==> config.mk <==
export PLATFORM = sky130hd
export DESIGN_NAME = rau_front
export DESIGN_NICKNAME = d
export VERILOG_FILES = /design/src/rtl/core/rau_pkg.sv /design/src/rtl/core/rau_front.sv
export SDC_FILE = /design/constraint.sdc
export NUM_CORES = 1
export LEC_CHECK = 0
export BUFFER_PORTS_ARGS = -buffer_cell sky130_fd_sc_hd__buf_4
export CAP_MARGIN = 20
export CORE_MARGIN = 3
export CORE_UTILIZATION = 47
export CTS_CLUSTER_SIZE = 28
export DETAILED_ROUTE_END_ITERATION = 8
export PLACE_DENSITY = 0.87
export SYNTH_ARGS = -nofsm -noshare
export SYNTH_HDL_FRONTEND = slang
export SYNTH_SLANG_ARGS = --single-unit
==> constraint.sdc <==
create_clock -name aclk -period 6.8 [get_ports aclk]
set_clock_uncertainty 0.15 [all_clocks]
set_input_delay 1.02 -clock aclk [delete_from_list [all_inputs] [get_ports aclk]]
set_output_delay 1.02 -clock aclk [all_outputs]
set_load 0.02 [all_outputs]
==> src/rtl/core/rau_pkg.sv <==
// shared types and constants for the rational arithmetic unit
`timescale 1ns / 1ps
package rau_pkg;

    typedef enum logic [1:0] {
        OP_ADD = 2'd0,
        OP_SUB = 2'd1,
        OP_MUL = 2'd2,
        OP_DIV = 2'd3
    } op_t;

    localparam int DATA_W = 64;
    localparam int IN_W   = 32;
    localparam int QUEUE_DEPTH = 2;

    // classified word handed from front to back
    typedef struct packed {
        op_t              op;
        logic [IN_W-1:0]  a_num;
        logic [IN_W-1:0]  a_den;
        logic [IN_W-1:0]  b_num;
        logic [IN_W-1:0]  b_den;
        logic             zero_den;
    } work_t;

    typedef struct packed {
        logic [DATA_W-1:0] result_num;
        logic [62:0]       result_den;
        logic              status;
    } result_t;

endpackage

==> src/rtl/core/rau_front.sv <==
// front end: accepts words, flags zero denominators, and queues them
`timescale 1ns / 1ps
module rau_front (
    input  logic             aclk,
    input  logic             aresetn,
    input  logic             in_valid,
    output logic             in_ready,
    input  rau_pkg::op_t     in_op,
    input  logic [31:0]      in_a_num,
    input  logic [31:0]      in_a_den,
    input  logic [31:0]      in_b_num,
    input  logic [31:0]      in_b_den,
    output logic             q_valid,
    input  logic             q_ready,
    output rau_pkg::work_t   q_data
);
    import rau_pkg::*;

    work_t            mem_reg [QUEUE_DEPTH];
    logic             wr_ptr_reg, rd_ptr_reg;
    logic [1:0]       count_reg;
    logic             push, pop;
    work_t            item;

    // d is zero exactly when one of its two factors is zero
    always_comb begin
        item.op    = in_op;
        item.a_num = in_a_num;
        item.a_den = in_a_den;
        item.b_num = in_b_num;
        item.b_den = in_b_den;
        item.zero_den = (in_a_den == '0) ||
                        ((in_op == OP_DIV) ? (in_b_num == '0) : (in_b_den == '0));
    end

    assign in_ready = (count_reg != 2'(QUEUE_DEPTH));
    assign q_valid  = (count_reg != 2'd0);
    assign q_data   = mem_reg[rd_ptr_reg];
    assign push     = in_valid && in_ready;
    assign pop      = q_valid && q_ready;

    always_ff @(posedge aclk) begin
        if (push) begin
            mem_reg[wr_ptr_reg] <= item;
        end
    end

    always_ff @(posedge aclk) begin
        if (!aresetn) begin
            wr_ptr_reg <= 1'b0;
            rd_ptr_reg <= 1'b0;
            count_reg  <= 2'd0;
        end else begin
            if (push) wr_ptr_reg <= ~wr_ptr_reg;
            if (pop)  rd_ptr_reg <= ~rd_ptr_reg;
            count_reg <= count_reg + 2'(push) - 2'(pop);
        end
    end

    a_count_bound: assert property (@(posedge aclk) disable iff (!aresetn)
        count_reg <= 2'(QUEUE_DEPTH)) else $error("queue overflow");
    a_no_push_full: assert property (@(posedge aclk) disable iff (!aresetn)
        (count_reg == 2'(QUEUE_DEPTH)) |-> !push) else $error("push while full");
    a_count_step: assert property (@(posedge aclk) disable iff (!aresetn)
        (push && !pop) |=> (count_reg == $past(count_reg) + 2'd1))
        else $error("count mismatch");

endmodule

* Yosys cells after proc, flatten, opt, wreduce, memory -nomap -nowiden
Memories as Yosys holds them, arrays and structs flattened. A register that Yosys moved wholly into a read port is not among the register bits.
Cells that the tools add are included.
** Word-level totals
- Register bits :: 4
- Latch bits :: 0
- Bits in writable memories :: 262
- ROM bits :: 0
- Bits of input ports :: 134
- Output and inout port bits :: 133
- Memories kept :: 1
** Operators by class
- Add/sub/neg operators :: 2
- Multiply operators :: 0
- Div/mod/pow operators :: 0
- $lt $le $gt $ge :: 0
- Equal/unequal tests :: 2
- Shift-type cells :: 0
- Muxes and demuxes :: 5
- Bitwise operators :: 2
- Reductions and logical operators :: 7
** Memory list
- mem_reg :: depth 2, width 131, read ports 1, clocked after memory_dff 1, write ports 1, RTL line rau_front.sv:19 : work_t mem_reg [QUEUE_DEPTH];
** Operators by type and width (number)
- $logic_not A32 Y1 :: 3
- $mux W1 :: 5
- $add A2 B1 Y2 :: 1
- $eq A2 B2 Y1 const B :: 1
- $logic_and A1 B1 Y1 :: 2
- $ne A2 B2 Y1 const B :: 1
- $not A1 Y1 :: 2
- $reduce_bool A2 Y1 :: 1
- $sub A2 B1 Y2 :: 1
- $logic_or A1 B1 Y1 :: 1

* Longest topological paths before layout
Gate-level depths: netlist of run 1.
- Depth in word-level cells :: 4
- Depth in mapped cells :: 8
- Depth with buffers taken out :: 8

* Worst setup path before layout of run 1
Ideal clock, no wire load.
- Path type :: input port to flip-flop
- Start :: input port in_valid
- End :: memory mem_reg[0][0] (netlist bit), enable pin
- Library setup time :: 623 ps
- Arrival :: 6564 ps
- Required time :: 6027 ps
- Slack :: -537 ps
- Stages on the path :: 2
- Buffers on the path :: 0
- Cell sequence :: nand2_1 nor2_1
** On the way
- Longest elaborated chain between the ends :: 3
** Ends and longest elaborated chain
- start, declared :: RTL line rau_front.sv:6 : input logic in_valid,
- $logic_and A1 B1 Y1 :: RTL line rau_front.sv:39 : assign push = in_valid && in_ready;
- $mux W1 :: RTL line rau_front.sv:43 : if (push) begin
- $mux W1 (not written as such) :: RTL line rau_front.sv:44 : mem_reg[wr_ptr_reg] <= item;
- end, declared :: RTL line rau_front.sv:19
No other way between the ends.

==> summary.md, run 1 <==
| Metric | Value |
|---|---|
| Outcome | completed |
| Htree depth | 1 |
| Die Wd | between 150 and 200 um |
| Peak Freq | 245.2 MHz |
| Final min period | between 4 and 5 ns |
| Clock Sinks | between 200 and 300 |
| Clock Latency Late Sink | about 0.50 ns |
| Seq/Total Area, Yosys | 0.8073 |
| Final hold violations | 0 |
| Setup violations, final | 0 |
| Setup slack, reg-to-reg | between 3 and 4 ns |
| I/O Pins | ~270 |
| Post-CTS Resized | 0 |
| CTS tree | done |
| Fin. max-slew vios | 0 |
| Die height | ~150 um |
| Post-synthesis xor/xnor area fraction | 0.003550 |
| Leakage | about 4.7 nW |
| Reg2Reg Depth | 3 |
| Mapped Cells | roughly 470 |
| Antenna Nets Post-Route | 0 |
| Port Buffer Count | about 270 |
| Postcts setup bufs | 0 |
| Hold depth | 2 |
| Root buffer cell | clkbuf_16 |
| Post-DP HPWL | 13.56 mm |
| Mean Syn Cell Area | between 20 and 25 sq um |
| RSZ-0062 raised after global routing | false |
| Core area | approximately 20000 sq um |
| Critical Path RT | between 5 and 6 ns |
| Top-area cell type share of the netlist area | 0.7972 |
| Largest family of logic cells by synthesized area | multiplexers |
| Leading area contributor after synthesis | edfxtp_1 |
| Initial antenna violation count | 0 |
| Area fraction in compound gates after synthesis | 0.001521 |
| #FFs+latches synth | 267 |
| Max VDD drop | ~0.29 mV |
| Worst Hold Launch | rd_ptr_reg$_SDFFE_PN0P_ |
| Power density over cell area | 375.6 nW/um^2 |
| Worst Path Arrival | between 2 and 3 ns |
| Commonest cells in the netlist | edfxtp_1, mux2_2, nor4_1, buf_2, dfxtp_1 |
| Post-Synth Simple-Gate Area | 0.02776 |
| Worst-path clk slew | approximately 0.060 ns |
| Vias per cell | a little over 5 |
| Synth top area cells | edfxtp_1, mux2_2, nor4_1 |
| Register area | about 8000 sq um |
| Largest register FFs | roughly 260 |
| Worst setup SP type | flip-flop |
| Area Growth Syn to Fin | 31.05% |
| Post-synthesis async set-or-reset flop share | 0 |
| Slew HR | 0.2895 |
| Final instance area | 12930 sq um |
| Hold Buf Count CTS | 0 |
| Dpl cell area | 12180 sq um |
| Library cells used by synthesis | 22 |
| Post-synthesis mux area share | 0.1495 |
| ANT cells | 0 |
| Routed wire length | between 20 and 25 mm |
| Fin nets | about 900 |
| All-Layer GR Usage | 0.1677 |
| Worst Setup Path Type | flip-flop to output pin |
| Synthesized net count | between 600 and 700 |
| Crit-path max FO | 76 |
| Largest net degree at the start of global routing | between 70 and 80 |
| Layout filler cell count | ~1400 |
| CTS buffer count | 25 |
| Ys Warns | 0 |
| Placer Congestion | approximately 0.75 |
| Final setup TNS | 0 ns |
| Maximum root-to-sink buffer count | 3 |
| TritonRoute pass-1 iters | 4 |
| Global-route wire length before repair | 29.57 mm |
| Wirelength per Cell | between 15 and 20 um |
| CP Capture Type | output pin |
| Count leader, synth | edfxtp_1 |
| Layout cell share with drive strength beyond 1 | 0.5725 |
| Post-synth EDFFs | around 260 |
| Initial Util | 0.4831 |
| Mapped Area | between 9000 and 10000 sq um |
| Top_reg_cell synth | edfxtp_1 |
| Tot Pwr | around 4.9 mW |
| Worst reg2reg path startpoint | count_reg[0]$_SDFF_PN0_ |
| Vias in the first global route | 5531 |
| Std-Cell Rows | between 50 and 60 |
| Area share of fa/ha/maj cells after synthesis | 0.002535 |
| Vias | approximately 5300 |
| Die ar. | around 23000 sq um |
| FF-to-FF End | mem_reg[1][43]$_DFFE_PP_ |
| Worst-Margin Slew | between 1 and 1.5 ns |
| Tcrit/Tclk final | 0.5997 |
| Total congestion overflow | 0 |
| DR DRC count | 0 |
| Initial DRC count | 257 |
| Hold crit path type | flip-flop to flip-flop |
| Max-cap violation count | 0 |
| Multi-input gate area | 1837 sq um |
==> area by class of cell <==
| type | count | area share |
|---|---|---|
| clock buffers | 32 | 0.05040 |
| inverters | 1 | 0.0002902 |
| well taps | 270 | 0.02612 |
| repair buffers | 270 | 0.1567 |
| flip-flops and latches | 267 | 0.6163 |
| clock inverters | 12 | 0.008126 |
| multi-input cells | 183 | 0.1420 |
==> worst max-delay path by stage <==
stage / cells after the start / slack (ns) / startpoint / end
6_report: 3 / 2.72 / flip-flop / q_data[110]
3_3_place_gp: 3 / 3.23 / flip-flop / q_data[115]
2_1_floorplan: 2 / 1.67 / in_valid / mem_reg[0][0]$_DFFE_PP_
3_5_place_dp: 3 / 3.23 / flip-flop / q_data[111]
4_1_cts: 3 / 2.69 / flip-flop / q_data[110]
5_1_grt: 3 / 2.57 / flip-flop / q_data[110]
==> per-stage QoR <==
stage	worst slack (ns)	hold slack, ns	utilization	instances
2_1_floorplan	1.674	0.3542	-	466
3_3_place_gp	3.226	0.3687	0.5960	991
3_5_place_dp	3.232	0.4072	0.5960	991
4_1_cts	2.687	0.4235	0.6331	1035
5_1_grt	2.572	0.4458	0.6331	1035
6_report	2.722	0.4099	0.6331	1035
==> report_power, final <==
part,internal (mW),leakage [nW],switching (mW)
clock network,0.749,0.366,0.547
logic,0.627,1.86,0.737
registers,2.09,2.49,0.107
==> per-layer routing <==
metal / global-route usage / part of all wire / vias up / wire length (um)
met4: 0.05621 / 0.027 / 0 / 550
met3: 0.03950 / 0.074 / 40 / 1504
met5: 0 / 0 / - / 0
li1: - / - / 2437 / -
met1: 0.2079 / 0.39 / 2642 / 7894
met2: 0.2909 / 0.51 / 214 / 10260
==> cell usage in the layout (no fill, tap or decap) <==
cell,n
buf_4,270
and3_4,1
clkinvlp_4,1
nor2_4,1
nor3_1,1
edfxtp_1,262
a2111oi_2,1
ha_1,2
dfxtp_4,1
clkbuf_16,25
nand2b_1,1
or4_4,1
clkbuf_1,7
bufinv_16,2
inv_1,1
dfxtp_1,4
nor2b_1,2
nor2_1,1
clkinv_1,6
nand4_1,4
xnor2_1,4
mux2_2,131
or2_2,1
nor4_1,23
nand3_1,3
clkinv_2,3
nand2_1,1
and2_1,4
or3_1,1
==> worst max-delay path, stage by stage (launching register included) <==
cell and delay [ns]:
dfxtp_4 1.03, buf_4 0.71, mux2_2 0.43, buf_4 0.16
==> cell families after synthesis <==
kind of cell	after synthesis
flip-flops	267
multiplexers	131
AND/OR/NAND/NOR	45
buffers and inverters	16
XOR/XNOR	4
adder cells (fa/ha/maj)	2
AO/OA/AOI/OAI	1
Power figures use the tool's default switching activity.
==> run 2, diff against run 1 <==
- ABC_AREA: not set -> 1
- CORE_UTILIZATION: 47 -> 48
- clock period: 6.8 -> 3.75 ns (I/O delays scaled with it)
==> run 2 against run 1 <==
  * Combinational power is 99% higher
  * Critical path depth stayed put
  * Critical path type unchanged
  * Total power is 88% higher
  * Sequential share of layout area is 2.5 points lower
  * Largest power group unchanged
  * Non-clock buffer count is 2 higher
==> summary.md, run 2 <==
| Metric | Value |
|---|---|
| Post-DP HPWL | 14.41 mm (+6.3%) |
| Initial Util | 0.4905 (+0.007410) |
| Antenna Nets Post-Route | 0 (unchanged) |
| Worst Hold Launch | in_a_num[26] |
| All-Layer GR Usage | 0.1738 (+0.006132) |
| Mean Syn Cell Area | 19.99 sq um (-5.6%) |
| DR DRC count | 0 (unchanged) |
| Die height | 153.0 um (+1.4%) |
| Critical Path RT | 3.04 ns (-2.59 ns) |
| Comb power frac | 0.296 (+0.015) |
| Vias in the first global route | 5838 (+5.6%) |
| Htree depth | 1 (unchanged) |
| Sw Share | 0.2834 (-0.002798) |
| Clock Sinks | 267 (unchanged) |
| Reg2Reg Depth | 5 (+2) |
| Placed insts | 1051 (+6.1%) |
| RSZ-0062 raised after global routing | false |
| Worst-path clk slew | 0.06 ns (about the same) |
| Post-synthesis async set-or-reset flop share | 0 (unchanged) |
| Max VDD drop | 0.5813 mV (+98%) |
| Seq/Total Area, Yosys | 0.7679 (-0.03943) |
| Commonest non-fill, non-tap cells in the layout | buf_4, edfxtp_1, mux2_4, nor2_1, mux2_2 |
| Hold Buf Count CTS | 0 (unchanged) |
| CTS buffer count | 27 (+8.0%) |
| Die ar. | 23420 sq um (+2.8%) |
| Post-CTS Resized | 0 (unchanged) |
| TritonRoute pass-1 iters | 4 (unchanged) |
| Hold crit path type | primary input to flip-flop |
| Fin. max-slew vios | 0 (unchanged) |
| Crit-path slowest cell | dfxtp_4 |
| Setup violations, final | 0 (unchanged) |
| Worst reg2reg path startpoint | count_reg[0]$_SDFF_PN0_ |
| Worst-Margin Slew | 0.9090 ns (-0.1567 ns) |
| Post-synth EDFFs | 262 (unchanged) |
| Die Wd | 153.0 um (+1.4%) |
| Setup ws final | 0.8370 ns (-1.885 ns) |
| Ys Warns | 0 (unchanged) |
| Initial antenna violation count | 1 (+1) |
| Pint | 6.548 mW (+89%) |
| Top-area cell type share of the netlist area | 0.7582 (-0.03893) |
| Count leader, synth | edfxtp_1 |
| CTS tree | done |
| Leakage | 5.192 nW (+10%) |
| CP Cell Sequence | buf_4 > mux2_2 > buf_4 |
| Mapped Area | 10380 sq um (+5.1%) |
| Core area | 21150 sq um (+3.5%) |
| Max-cap violation count | 0 (unchanged) |
| Worst Hold Endpoint | mem_reg[1][123]$_DFFE_PP_ |
| Placer Congestion | 0.7475 (-0.21%) |
| Crit-path max FO | 37 (-51%) |
| Setup slack, reg-to-reg | 1.68 ns (-2.31 ns) |
| Most common cell after layout, fill and taps aside | buf_4 |
| Power density over cell area | 677.8 nW/um^2 (+80%) |
| Synthesized net count | 655 (+8.8%) |
| Vias | 5511 (+3.3%) |
| Peak Freq | ~340 MHz |
| Vias per cell | 5.024 (-2.5%) |
| Final hold violations | 0 (unchanged) |
| Library cells used by synthesis | 17 (-23%) |
| Outcome | completed |
| Worst setup SP type | flip-flop |
| Tcrit/Tclk final | 0.7768 |
| Dpl cell area | 12670 sq um (+4.1%) |
| Largest net degree at the start of global routing | 132 (+69%) |
| Std-Cell Rows | 53 (+1.9%) |
| Mapped Cells | 519 (+11%) |
| Root buffer cell | clkbuf_16 |
| Final setup TNS | 0 ns (unchanged) |
| Area Growth Syn to Fin | 29.92% |
| Port Buffer Count | 266 (unchanged) |
| Final instance area | 13480 sq um (+4.2%) |
| Worst Setup Path Type | flip-flop to output pin |
| Maximum root-to-sink buffer count | 3 (unchanged) |
| FF-to-FF End | mem_reg[0][84]$_DFFE_PP_ |
| Clock network fraction of total power | 0.269 (+0.002) |
| Multi-input gate area | 2253 sq um (+23%) |
| Hold depth | 1 (-1) |
| Fin nets | 941 (+6.4%) |
| Leading area contributor after synthesis | edfxtp_1 |
| Finished Layout Cells | 1097 (+6.0%) |
| CP peak stage delay | 0.74 ns (-0.29 ns) |
| Slew HR | 0.3940 (+0.1045) |
| ANT cells | 0 (unchanged) |
| Power share of the sequential group | 0.434 (-0.019) |
| Final min period | 2.913 ns |
| Synth top area cells | edfxtp_1, mux2_4, mux2_2 |
| Total congestion overflow | 0 (unchanged) |
| Routed wire length | 21.20 mm (+4.9%) |
| Worst Path Arrival | 2.20 ns (-0.71 ns) |
| Most used cell, CP | buf_4 |
| Largest register FFs | 262 (unchanged) |
| I/O Pins | 267 (unchanged) |
| Commonest cells in the netlist | edfxtp_1, mux2_4, nor2_1, mux2_2, nand2_1 |
| #FFs+latches synth | 267 (unchanged) |
| Clock Latency Late Sink | 0.50 ns (about the same) |
| Wirelength per Cell | 19.33 um (-1.0%) |
| Util after Layout | 0.6373 (+0.004167) |
| Postcts setup bufs | 0 (unchanged) |
| Initial DRC count | 254 (-1.2%) |
| Register area | 7971 sq um (unchanged) |
| Layout filler cell count | 1428 (+0.28%) |
| Sw Pwr | 2.589 mW (+86%) |
| Global-route wire length before repair | 32.24 mm (+9.0%) |
| DP Worst Slack | 1.352 ns (-1.879 ns) |
| Layout cell share with drive strength beyond 1 | 0.5365 (-0.03605) |
| Tightest hold margin | 0.07737 ns (-0.3325 ns) |
| Tot Pwr | 9.137 mW (+88%) |
| Top_reg_cell synth | edfxtp_1 |
| CP Capture Type | output pin |
## run 2: cell count changes in the layout (fill, tap and decap cells not counted), sizes merged, moves of 3 or more
cell and change:
a21oi +4, and2 -4, inv +5, nand2 +21, nor2 +57, nor4 -23, o21ai +3, xnor2 -3
## run 2: cells by family after synthesis
| kind of cell | Yosys count | share of synthesized area |
|---|---|---|
| AO/OA/AOI/OAI | 7 | 0.003376 |
| XOR/XNOR | 1 | 0.0008442 |
| adder cells (fa/ha/maj) | 2 | 0.002411 |
| buffers and inverters | 21 | 0.01640 |
| flip-flops | 267 | 0.7679 |
| multiplexers | 131 | 0.1747 |
| AND/OR/NAND/NOR | 90 | 0.03437 |
## run 2: power by group through the flow
stage | sequential [mW] | clock (mW) | combinational, mW
finish | 3.97 | 2.46 | 2.71
global route | 4.01 | 2.65 | 2.86
CTS | 3.98 | 2.53 | 2.74
detailed placement | 4.04 | 0 | 2.73
global placement | 4.01 | 0 | 2.70
floorplan | 3.98 | 0 | 1.79
## run 2: how the worst max path moves through the flow
stage	cells past startpoint	to	slack, ns
floorplan	4	mem_reg[0][0]$_DFFE_PP_	-0.97
global placement	3	q_data[39]	1.36
detailed placement	3	q_data[34]	1.35
CTS	3	q_data[35]	0.79
global route	3	q_data[35]	0.73
finish	3	q_data[35]	0.84
## run 2: layout make-up
type | count | area share
sequential | 267 | 0.5913
tap | 275 | 0.02552
timing repair buffer | 272 | 0.1543
inverter | 6 | 0.001671
clock inverter | 14 | 0.008539
clock buffer | 32 | 0.05151
multi-input combinational | 231 | 0.1672
## run 2: layer usage
layer  vias to the layer above  GRT usage  share of wire
li1                       2559          -              -
met1                      2684     0.2078           0.38
met2                       233     0.3026           0.51
met3                        33    0.06200          0.089
met4                         2    0.04200          0.018
met5                         -          0        0.00094
## run 2: critical path, delay by kind of cell, from the launching register on
kind,cells,cell delay [ns]
DFF,1,0.74
buffers and inverters,2,0.55
muxes,1,0.40
